File: config.mk
export PLATFORM = sky130hd
export DESIGN_NAME = gat_cell
export DESIGN_NICKNAME = d
export VERILOG_FILES = /design/src/hw/rtl/gat_pkg.sv /design/src/hw/rtl/gat_cell.sv
export SDC_FILE = /design/constraint.sdc
export NUM_CORES = 1
export LEC_CHECK = 0
export BUFFER_PORTS_ARGS = -buffer_cell sky130_fd_sc_hd__buf_2
export CAP_MARGIN = 40
export CELL_PAD_IN_SITES_DETAIL_PLACEMENT = 1
export CELL_PAD_IN_SITES_GLOBAL_PLACEMENT = 1
export CORE_MARGIN = 2
export CORE_UTILIZATION = 49
export CTS_BUF_LIST = sky130_fd_sc_hd__clkbuf_4 sky130_fd_sc_hd__clkbuf_8 sky130_fd_sc_hd__clkbuf_16
export DETAILED_ROUTE_END_ITERATION = 7
export GPL_ROUTABILITY_DRIVEN = 0
export GPL_TIMING_DRIVEN = 0
export PLACE_DENSITY_LB_ADDON = 0.1
export SLEW_MARGIN = 20
export SYNTH_ARGS = -nofsm -noshare
export SYNTH_HDL_FRONTEND = slang
export SYNTH_SLANG_ARGS = --single-unit
File: constraint.sdc
create_clock -name clk -period 41.6 [get_ports clk]
set_input_delay 8.32 -clock clk [delete_from_list [all_inputs] [get_ports clk]]
set_output_delay 8.32 -clock clk [all_outputs]
set_load 0.02 [all_outputs]
File: src/hw/rtl/gat_pkg.sv
// Shared types, constants and helpers for the global affine alignment engine.
// Used by every module under hw/rtl; depends on nothing else.
package gat_pkg;

  localparam int REF_MAX   = 1024;
  localparam int ALPHABET  = 32;
  localparam int COL_W     = $clog2(REF_MAX);
  localparam int ROW_W     = 16;
  localparam int SYM_W     = 5;
  localparam int SUB_W     = 8;
  localparam int SCORE_W   = 32;
  localparam int LEN_W     = 17;
  localparam int SYM_CMP_W = 7;
  localparam int SUB_DEPTH = ALPHABET * ALPHABET;
  localparam int SUB_AW    = $clog2(SUB_DEPTH);
  localparam int CFG_AW    = 4;

  typedef logic signed [SCORE_W-1:0] score_t;

  localparam score_t NEG_INF = score_t'(32'hC000_0000);

  localparam logic [1:0] MODE_LOAD  = 2'd0;
  localparam logic [1:0] MODE_START = 2'd1;
  localparam logic [1:0] MODE_CELL  = 2'd2;

  localparam logic [1:0] TR_DIAG = 2'd0;
  localparam logic [1:0] TR_DEL  = 2'd1;
  localparam logic [1:0] TR_INS  = 2'd2;

  localparam logic [1:0] REG_OPEN      = 2'd0;
  localparam logic [1:0] REG_GAP       = 2'd1;
  localparam logic [1:0] REG_REF_LEN   = 2'd2;
  localparam logic [1:0] REG_QUERY_LEN = 2'd3;

  // One cell request as it enters the datapath
  typedef struct packed {
    logic [COL_W-1:0] col;
    logic             row0;
    logic             col0;
    logic             rend;
    logic             fin;
    logic             sym_ok;
    score_t           bnd_west;
    score_t           bnd_diag;
    score_t           bnd_nh;
  } cell_req_t;

  typedef struct packed {
    logic             s1_valid;
    logic [COL_W-1:0] s1_col;
    logic             s2_valid;
  } cell_stat_t;

  typedef struct packed {
    logic             en;
    logic [COL_W-1:0] addr;
    score_t           h;
    score_t           f;
  } row_wr_t;

  function automatic logic [SUB_AW-1:0] sub_addr(input logic [SYM_W-1:0] qs,
                                                 input logic [SYM_W-1:0] rs);
    logic [SUB_AW+SYM_W-1:0] a;
    a = (SUB_AW+SYM_W)'(qs) * (SUB_AW+SYM_W)'(ALPHABET) + (SUB_AW+SYM_W)'(rs);
    return a[SUB_AW-1:0];
  endfunction

  function automatic logic sym_ok(input logic [SYM_W-1:0] qs,
                                  input logic [SYM_W-1:0] rs);
    return (SYM_CMP_W'(qs) < SYM_CMP_W'(ALPHABET)) &&
           (SYM_CMP_W'(rs) < SYM_CMP_W'(ALPHABET));
  endfunction

endpackage

File: src/hw/rtl/gat_cell.sv
// Two-stage cell datapath: vertical gap and diagonal in the first stage,
// horizontal gap, best score and trace in the second, then the result register.
// Depends on gat_pkg.
module gat_cell (
  input  logic                             clk,
  input  logic                             rst_n,
  input  logic                             adv,
  input  logic                             go,
  input  gat_pkg::cell_req_t               req,
  input  logic [7:0]                       open_pen,
  input  logic [7:0]                       gap_pen,
  input  gat_pkg::score_t                  rd_h,
  input  gat_pkg::score_t                  rd_f,
  input  logic signed [gat_pkg::SUB_W-1:0] sub_q,
  input  logic                             out_ready,
  output gat_pkg::cell_stat_t              stat,
  output gat_pkg::row_wr_t                 row_wr,
  output logic                             out_valid,
  output logic [1:0]                       out_trace_main,
  output logic                             out_del_opened,
  output logic                             out_ins_opened,
  output gat_pkg::score_t                  out_cell_score,
  output logic                             out_row_end,
  output logic                             out_last
);

  typedef struct packed {
    logic [gat_pkg::COL_W-1:0] col;
    logic                      col0;
    logic                      rend;
    logic                      fin;
    logic                      del_open;
    gat_pkg::score_t           bnd_west;
    gat_pkg::score_t           f_new;
    gat_pkg::score_t           h_dag;
  } s2_t;

  logic               s1_valid_r;
  gat_pkg::cell_req_t s1_r;
  logic               s2_valid_r;
  s2_t                s2_r;
  s2_t                s2_nxt;
  gat_pkg::score_t    diag_r;
  gat_pkg::score_t    west_r;
  gat_pkg::score_t    e_r;
  logic               out_valid_r;
  logic               out_valid_nxt;
  logic [1:0]         trace_r;
  logic               del_r;
  logic               ins_r;
  gat_pkg::score_t    score_r;
  logic               rend_r;
  logic               last_r;

  gat_pkg::score_t open_s, gap_s;
  gat_pkg::score_t nh, nf, sub, f_opn, f_ext, diag;
  gat_pkg::score_t west, e_in, e_opn, e_ext, e_new, h_mid, h_new;
  logic            ins_open;
  logic [1:0]      tmain;

  assign open_s = gat_pkg::score_t'(open_pen);
  assign gap_s  = gat_pkg::score_t'(gap_pen);

  // Stage one: north cell, vertical gap, diagonal move
  always_comb begin
    nh    = s1_r.row0 ? s1_r.bnd_nh : rd_h;
    nf    = s1_r.row0 ? gat_pkg::NEG_INF : rd_f;
    sub   = s1_r.sym_ok ? gat_pkg::score_t'(sub_q) : '0;
    f_opn = nh - open_s;
    f_ext = nf - gap_s;
    diag  = s1_r.col0 ? s1_r.bnd_diag : diag_r;
    s2_nxt.col      = s1_r.col;
    s2_nxt.col0     = s1_r.col0;
    s2_nxt.rend     = s1_r.rend;
    s2_nxt.fin      = s1_r.fin;
    s2_nxt.del_open = f_opn > f_ext;
    s2_nxt.bnd_west = s1_r.bnd_west;
    s2_nxt.f_new    = (f_opn > f_ext) ? f_opn : f_ext;
    s2_nxt.h_dag    = diag + sub;
  end

  // Stage two: horizontal gap through the west loop, best score
  always_comb begin
    west     = s2_r.col0 ? s2_r.bnd_west : west_r;
    e_in     = s2_r.col0 ? gat_pkg::NEG_INF : e_r;
    e_opn    = west - open_s;
    e_ext    = e_in - gap_s;
    ins_open = e_opn > e_ext;
    e_new    = ins_open ? e_opn : e_ext;
    h_mid    = (s2_r.h_dag > e_new) ? s2_r.h_dag : e_new;
    h_new    = (h_mid > s2_r.f_new) ? h_mid : s2_r.f_new;
    if (h_new == s2_r.h_dag) begin
      tmain = gat_pkg::TR_DIAG;
    end else if (h_new == s2_r.f_new) begin
      tmain = gat_pkg::TR_DEL;
    end else begin
      tmain = gat_pkg::TR_INS;
    end
  end

  always_comb begin
    if (s2_valid_r && adv) begin
      out_valid_nxt = 1'b1;
    end else if (out_ready) begin
      out_valid_nxt = 1'b0;
    end else begin
      out_valid_nxt = out_valid_r;
    end
  end

  always_ff @(posedge clk) begin
    if (!rst_n) begin
      s1_valid_r  <= 1'b0;
      s2_valid_r  <= 1'b0;
      out_valid_r <= 1'b0;
      diag_r      <= '0;
      west_r      <= '0;
      e_r         <= gat_pkg::NEG_INF;
    end else begin
      out_valid_r <= out_valid_nxt;
      if (adv) begin
        s1_valid_r <= go;
        s2_valid_r <= s1_valid_r;
        if (s1_valid_r) begin
          diag_r <= nh;
        end
        if (s2_valid_r) begin
          west_r <= h_new;
          e_r    <= e_new;
        end
      end
    end
  end

  always_ff @(posedge clk) begin
    if (adv) begin
      if (go) begin
        s1_r <= req;
      end
      s2_r <= s2_nxt;
      if (s2_valid_r) begin
        trace_r <= tmain;
        del_r   <= s2_r.del_open;
        ins_r   <= ins_open;
        score_r <= h_new;
        rend_r  <= s2_r.rend;
        last_r  <= s2_r.fin;
      end
    end
  end

  assign row_wr.en   = adv && s2_valid_r;
  assign row_wr.addr = s2_r.col;
  assign row_wr.h    = h_new;
  assign row_wr.f    = s2_r.f_new;

  assign stat.s1_valid = s1_valid_r;
  assign stat.s1_col   = s1_r.col;
  assign stat.s2_valid = s2_valid_r;

  assign out_valid      = out_valid_r;
  assign out_trace_main = trace_r;
  assign out_del_opened = del_r;
  assign out_ins_opened = ins_r;
  assign out_cell_score = score_r;
  assign out_row_end    = rend_r;
  assign out_last       = last_r;

endmodule

==> results of run 1 <==
-- area by class of cell --
type,count,area (sq um),area share
antenna,4,10.0,0.000355
buffer,139,757,0.0269
clock buffer,59,1220,0.0434
clock inverter,15,173,0.00613
inverter,130,488,0.0173
multi-input combinational,1834,13100,0.465
sequential,358,9760,0.346
tap,664,831,0.0295
timing repair buffer,344,1830,0.0649
-- stage by stage --
stage	utilization	cells
6_report	0.578	3547
4_1_cts	0.577	3541
2_1_floorplan	-	2461
3_5_place_dp	0.549	3467
3_3_place_gp	0.545	3453
5_1_grt	0.578	3547
-- final timing paths --
| check | start | end | slack [ns] | cells past startpoint |
|---|---|---|---|---|
| hold / removal | s1_r[93] | s2_r[93] | 0.42 | 0 |
| hold reg to reg | s1_r[93] | s2_r[93] | 0.42 | 0 |
| setup / recovery | gap_pen[1] | row_wr[43] | 10.14 | 53 |
| setup reg to reg | s2_r[99] | out_trace_main[0] | 21.38 | 62 |
-- registers in the layout (all words and copies together) (netlist names), 2 cells and up --
signal,count
west_r,32
s1_r,101
diag_r,32
stat,10
row_wr,42
s2_r,68
e_r,32
out_cell_score,32
out_trace_main,2
-- layout by cell type (no fill, tap or decap), types with 17 or more instances in the layout --
cell type  synthesis  final
mux2_2            69     69
dfxtp_1           99     99
buf_2              8    335
nand3_1           29     29
nor2_1           221    221
ha_1             186    186
a31oi_1           22     22
clkbuf_16          0     41
o211a_1           48     48
nor2b_1           76     76
nand4_1           39     39
and2_1            35     34
clkbuf_1          60     60
nand2b_1          30     30
buf_4             55     65
o21ai_0           96     96
xor2_1            41     41
xnor2_1          121    121
nor3_1            53     53
nor3b_1           22     22
nor4_1            21     21
nand2_1          186    186
inv_1            128    128
a21oi_1          152    152
a21o_1            53     53
o21a_1            17     17
mux2i_1           99     99
edfxtp_1         259    259
-- power by group through the flow --
stage	clock [mW]	sequential (mW)	combinational (mW)
after global placement	0	0.469	0.543
after floorplan	0	0.448	0.350
after CTS	0.378	0.462	0.574
final	0.374	0.466	0.590
after detailed placement	0	0.469	0.568
after global routing	0.390	0.465	0.623
-- cell families after synthesis --
group / after synthesis / share of synthesized area
compound gates: 535 / 0.149
xor+xnor: 162 / 0.0589
fa+ha+maj: 191 / 0.101
buf+inv: 269 / 0.0515
flops: 358 / 0.405
mux: 170 / 0.0745
simple gates: 776 / 0.160
-- worst max-delay path: cells and delay by family --
family | cells | cell delay, ns
compound gates | 18 | 5.55
xor+xnor | 1 | 0.22
fa+ha+maj | 4 | 1.36
buf+inv | 9 | 2.65
mux | 1 | 0.45
simple gates | 20 | 4.56
-- layer usage --
metal / up-vias / share of wire / track usage / wire length (microns)
met5: - / 0 / 0 / 0
met4: 0 / 0.060 / 0.201 / 5730
met3: 279 / 0.094 / 0.0795 / 9040
met2: 1173 / 0.45 / 0.584 / 42900
met1: 10800 / 0.40 / 0.479 / 38200
li1: 9677 / - / - / -
==> impl_table.tex, run 1 <==
\begin{tabular}{lr}
\hline
Metric & Value \\
\hline
\multicolumn{2}{l}{\textbf{Logic synthesis}} \\
Most frequently used flop master after synthesis & edfxtp\_1 \\
Sequential cell area fraction in the yosys report & 0.405 \\
Number of distinct library cells after synthesis & 86 \\
Mean area per synthesized cell & 9.79 sq um \\
Commonest cells in the netlist & edfxtp\_1 (259), nor2\_1 (221), ha\_1 (186), nand2\_1 (186), a21oi\_1 (152) \\
Syn Nets & 2856 \\
Main area contributors after synthesis & edfxtp\_1 (32\%), ha\_1 (9.7\%), dfxtp\_1 (8.2\%) \\
Number of flops mapped to enable cells by yosys & 259 \\
Flip-flop and latch count after synthesis & 358 \\
Asr flop ratio synth & 0 \\
Cell with the most instances after synthesis & edfxtp\_1 \\
Fraction of post-synthesis cell area in the top cell type by area & 0.323 \\
Syn Std Cell Area & 0.0241 sq mm \\
Yosys warning count & 0 \\
Synthesized instance count & 2461 \\
Area leader, netlist & edfxtp\_1 \\
\multicolumn{2}{l}{\textbf{Placement}} \\
Detail Placement HPWL & 77.2 mm \\
Instance area after placement & 0.0268 sq mm \\
Placement Setup Slack & 10.76 ns \\
Port bufs & 328 \\
\multicolumn{2}{l}{\textbf{Pwr}} \\
Maximum vdd ir drop & 0.0000434 V \\
Pint & 0.843 mW \\
Fraction of power spent switching nets & 0.411 \\
Post-layout power & 1.43 mW \\
Leakage power of the design & 12.5 nW \\
Net switching power & 0.588 mW \\
P per Cell Area & 50.8 mW/mm\^{}2 \\
Seq pwr share & 0.326 \\
Clock network power share & 0.261 \\
Proportion of power drawn by combinational gates & 0.413 \\
\multicolumn{2}{l}{\textbf{Routing}} \\
DR vias/cell & 6.19 \\
DR DRC count & 1 \\
Detailed Route WL & 95.8 mm \\
Number of nets with antenna violations after routing & 0 \\
Vias & 22000 \\
Drt pass-1 iters & 8 \\
Detail-routed net length per standard cell & 27.0 microns \\
DRT iter0 DRCs & 2344 \\
\multicolumn{2}{l}{\textbf{Timing}} \\
Minimum period implied by the final worst setup slack & 31.46 ns \\
Setup Skew & 0.0373 ns \\
Number of endpoints with negative hold slack in the final report & 0 \\
Hold WS & 0.419 ns \\
RSZ-0062 raised after global routing & no \\
Minimum setup slack in the final design & 10.14 ns \\
Total negative slack for setup checks & 0 ns \\
Remaining max-slew budget at the tightest pin & 0.361 \\
Share of the cycle needed by the critical path after routing & 0.756 \\
FMAX & 31.8 MHz \\
Slew @ Worst Pin & 0.958 ns \\
Final number of setup-violating endpoints & 0 \\
Final-report max-slew violation count & 0 \\
\multicolumn{2}{l}{\textbf{Setup path}} \\
Most repeated library cell on the critical path & nor2\_1 \\
Endpoint required time on the critical path & 33.28 ns \\
Top fanout value on the critical path & 10 \\
Worst path max stage delay & 0.76 ns \\
Critical path endpoint category & primary output \\
Data arrival time of the worst path & 23.14 ns \\
Slowest CP cell & a21oi\_1 \\
Startpoint type of the worst setup path & input port \\
Critical path start-end classification & input port to primary output \\
\multicolumn{2}{l}{\textbf{Clock tree}} \\
Number of sinks driven by the clock tree & 358 \\
Buffer depth of the longest clock path & 3 \\
Clock-pin slew on the worst setup and hold paths & 0.06 ns \\
TritonCTS clock tree & built \\
Total of cells resized after clock tree synthesis & 0 \\
CTS H-tree lvls & 2 \\
Cts-stage hold buffer count & 0 \\
Clock network latency to the later pin of the worst-skew pair & 0.59 ns \\
Post-CTS setup repair buffer count & 0 \\
Master cell of the clock root buffer & clkbuf\_16 \\
CTS buffer count & 40 \\
\multicolumn{2}{l}{\textbf{Die}} \\
Die ar. & 0.0510 sq mm \\
Effective utilization at floorplan & 0.494 \\
Row count & 81 \\
Core area & 0.0487 sq mm \\
Vertical extent of the die & 226 microns \\
Io pins & 330 \\
Horizontal die dimension & 226 microns \\
\multicolumn{2}{l}{\textbf{Cells and area}} \\
Ratio of cells with drive above 1 in the final layout & 0.202 \\
Area Growth Syn to Fin & 16.9\% \\
Filler cell count in the final layout & 5633 \\
Final cell area excluding filler cells & 0.0282 sq mm \\
Number of nets at the end of the flow & 3242 \\
\multicolumn{2}{l}{\textbf{Global routing}} \\
Number of global-route vias before repair & 22400 \\
Pin count of the biggest net entering global routing & 83 \\
Global-route usage over all layers & 0.372 \\
Total overflow reported by the global router & 0 \\
Wire length of the first global-routing pass & 140 mm \\
Number of antenna violations at the first check in global routing & 5 \\
\multicolumn{2}{l}{\textbf{Run status}} \\
Violations in the final reports & design-rule violations \\
Outcome & finished with violations \\
\multicolumn{2}{l}{\textbf{Worst hold path}} \\
Hold WC Path Type & register to register \\
\multicolumn{2}{l}{\textbf{Run}} \\
Max cap viols & 0 \\
\hline
\end{tabular}
Power figures use the tool's default switching activity.
==> inputs of run 2 (changes only) <==
CORE_UTILIZATION = 46   (was 49)
clock period = 32 ns   (was 41.6 ns; I/O delays follow)
==> run 2 against run 1 <==
The flow still finishes with violations (design-rule violations); clock power increased by 27%; flip-flop and latch count is the same; first-iteration DRC count increased by 4.4%; sequential power grew 30%; combinational power up 31%; worst hold slack got worse by 0.0021 ns; count of clock-buffer cells in the layout is 1 lower; clock skew rose by 0.012 ns; cell area barely moved; global-route usage is 2.3 points lower; non-clock buffer count up 1; core utilization decreased by 3.1 points; highest routed layer unchanged.
==> impl_table.tex, run 2 (synthesis results as in run 1) <==
\begin{tabular}{lr}
\hline
Metric & Value \\
\hline
\multicolumn{2}{l}{\textbf{Pwr}} \\
Seq pwr share & 0.326 \\
Proportion of power drawn by combinational gates & 0.417 \\
Maximum vdd ir drop & 0.0000587 V \\
Net switching power & 0.770 mW \\
P per Cell Area & 65.9 mW/mm\^{}2 \\
Pint & 1.09 mW \\
Fraction of power spent switching nets & 0.415 \\
Leakage power of the design & 12.5 nW \\
Clock network power share & 0.256 \\
\multicolumn{2}{l}{\textbf{Clock tree}} \\
Post-CTS setup repair buffer count & 0 \\
Buffer depth of the longest clock path & 3 \\
TritonCTS clock tree & built \\
Cts-stage hold buffer count & 0 \\
Clock-pin slew on the worst setup and hold paths & 0.06 ns \\
Clock network latency to the later pin of the worst-skew pair & 0.59 ns \\
Master cell of the clock root buffer & clkbuf\_16 \\
CTS H-tree lvls & 2 \\
Number of sinks driven by the clock tree & 358 \\
CTS buffer count & 41 \\
Total of cells resized after clock tree synthesis & 0 \\
\multicolumn{2}{l}{\textbf{Setup path}} \\
Worst path max stage delay & 0.76 ns \\
Critical path endpoint category & primary output \\
Startpoint type of the worst setup path & input port \\
Critical path start-end classification & input port to primary output \\
Most repeated library cell on the critical path & a21o\_1 \\
Data arrival time of the worst path & 21.08 ns \\
Flop-to-flop setup slack & 11.89 ns \\
R2r worst-path depth & 62 \\
Number of gates on the worst path with buffers counted & 54 \\
Largest delay share family, worst path & compound AO/OA/AOI/OAI gates \\
WP buf/inv & 9 \\
Top fanout value on the critical path & 10 \\
Slowest CP cell & a21oi\_1 \\
Endpoint required time on the critical path & 25.60 ns \\
\multicolumn{2}{l}{\textbf{Cells and area}} \\
Final cell area excluding filler cells & 0.0282 sq mm \\
Most common cell after layout, fill and taps aside & buf\_2 \\
Top register by number of flip-flops & s1\_r \\
Number of nets at the end of the flow & 3244 \\
Area Growth Syn to Fin & 16.9\% \\
Leading cell types in the layout, fill and taps excluded & buf\_2 (337), edfxtp\_1 (259), nor2\_1 (221), nand2\_1 (186), ha\_1 (186) \\
Largest register FFs & 101 \\
Ratio of cells with drive above 1 in the final layout & 0.202 \\
\multicolumn{2}{l}{\textbf{Timing}} \\
Total negative slack for setup checks & 0 ns \\
Number of endpoints with negative hold slack in the final report & 0 \\
Slew @ Worst Pin & 0.935 ns \\
FMAX & 36.4 MHz \\
Share of the cycle needed by the critical path after routing & 0.859 \\
Final number of setup-violating endpoints & 0 \\
RSZ-0062 raised after global routing & no \\
Remaining max-slew budget at the tightest pin & 0.359 \\
Final-report max-slew violation count & 0 \\
Minimum period implied by the final worst setup slack & 27.48 ns \\
Setup Skew & 0.0492 ns \\
\multicolumn{2}{l}{\textbf{Placement}} \\
Port bufs & 328 \\
Instance area after placement & 0.0268 sq mm \\
Detail Placement HPWL & 77.4 mm \\
\multicolumn{2}{l}{\textbf{Global routing}} \\
Pin count of the biggest net entering global routing & 83 \\
Global-route usage over all layers & 0.349 \\
Number of global-route vias before repair & 22100 \\
Global routing met3 resource utilization & 0.0710 \\
Wire length of the first global-routing pass & 139 mm \\
Number of antenna violations at the first check in global routing & 8 \\
Met2 usage in global routing & 0.548 \\
Global routing usage on met1 & 0.460 \\
Total overflow reported by the global router & 0 \\
Global-route layer with the greatest usage & met2 \\
\multicolumn{2}{l}{\textbf{Routing}} \\
Vias & 21800 \\
Detail-routed net length per standard cell & 27.0 microns \\
DR vias/cell & 6.10 \\
Detailed Route WL & 96.4 mm \\
Number of nets with antenna violations after routing & 0 \\
DR DRC count & 34 \\
DRT iter0 DRCs & 2448 \\
Drt pass-1 iters & 8 \\
\multicolumn{2}{l}{\textbf{Die}} \\
Die ar. & 0.0542 sq mm \\
Horizontal die dimension & 233 microns \\
Effective utilization at floorplan & 0.468 \\
Vertical extent of the die & 233 microns \\
Row count & 83 \\
Core area & 0.0515 sq mm \\
Io pins & 330 \\
\multicolumn{2}{l}{\textbf{Run}} \\
Max cap viols & 0 \\
\multicolumn{2}{l}{\textbf{Run status}} \\
Violations in the final reports & design-rule violations \\
Outcome & finished with violations \\
\multicolumn{2}{l}{\textbf{Worst hold path}} \\
Worst hold path cell count & 0 \\
Hold WC Path Type & register to register \\
\hline
\end{tabular}
run 2: cell types whose count changed in the layout (fill, tap and decap cells not counted), moves of 2 or more:
| cell | delta |
|---|---|
| clkbuf_16 | +2 |
| clkinv_2 | +2 |
| clkbuf_8 | -7 |
| clkbuf_4 | +4 |
| clkinv_1 | +2 |
| buf_2 | +2 |
| diode_2 | +3 |
run 2: power by group through the flow:
stage                     Combinational [mW]  Clock (mW)  Sequential, mW
final                                  0.774       0.476           0.605
after global routing                   0.813       0.497           0.603
after CTS                              0.751       0.481           0.600
after detailed placement               0.745           0           0.609
after global placement                 0.718           0           0.609
after floorplan                        0.455           0           0.583
run 2: through the flow:
| stage | total power, mW | setup WS (ns) | instances | utilization | hold slack [ns] |
|---|---|---|---|---|---|
| 5_1_grt | 1.91 | 3.96 | 3568 | 0.547 | 0.425 |
| 2_1_floorplan | 1.04 | 8.78 | 2461 | - | 0.400 |
| 4_1_cts | 1.83 | 4.99 | 3560 | 0.546 | 0.419 |
| 3_3_place_gp | 1.33 | 5.29 | 3469 | 0.516 | 0.401 |
| 6_report | 1.85 | 4.52 | 3569 | 0.547 | 0.417 |
| 3_5_place_dp | 1.35 | 5.04 | 3484 | 0.520 | 0.406 |
run 2: path summary, 6_finish.rpt:
check	startpoint	endpoint
worst min register to register	s1_r[84]	s2_r[84]
worst min-delay path	s1_r[84]	s2_r[84]
worst max-delay path	open_pen[2]	row_wr[46]
worst max register to register	s2_r[99]	out_trace_main[1]
run 2: routing by layer:
layer	vias to the layer above	wire length [microns]
met2	1128	43400
met4	0	5090
met3	269	8660
li1	9685	-
met5	-	0
met1	10700	39200
run 2: cell type report:
cell class              count  area [sq um]
flip-flops and latches    358          9760
clock inverters            18           155
plain buffers             139           757
diodes                      7          17.5
multi-input cells        1834         13100
repair buffers            345          1830
clock buffers              58          1210
fillers                  5946         23300
well taps                 680           851
inverters                 130           488
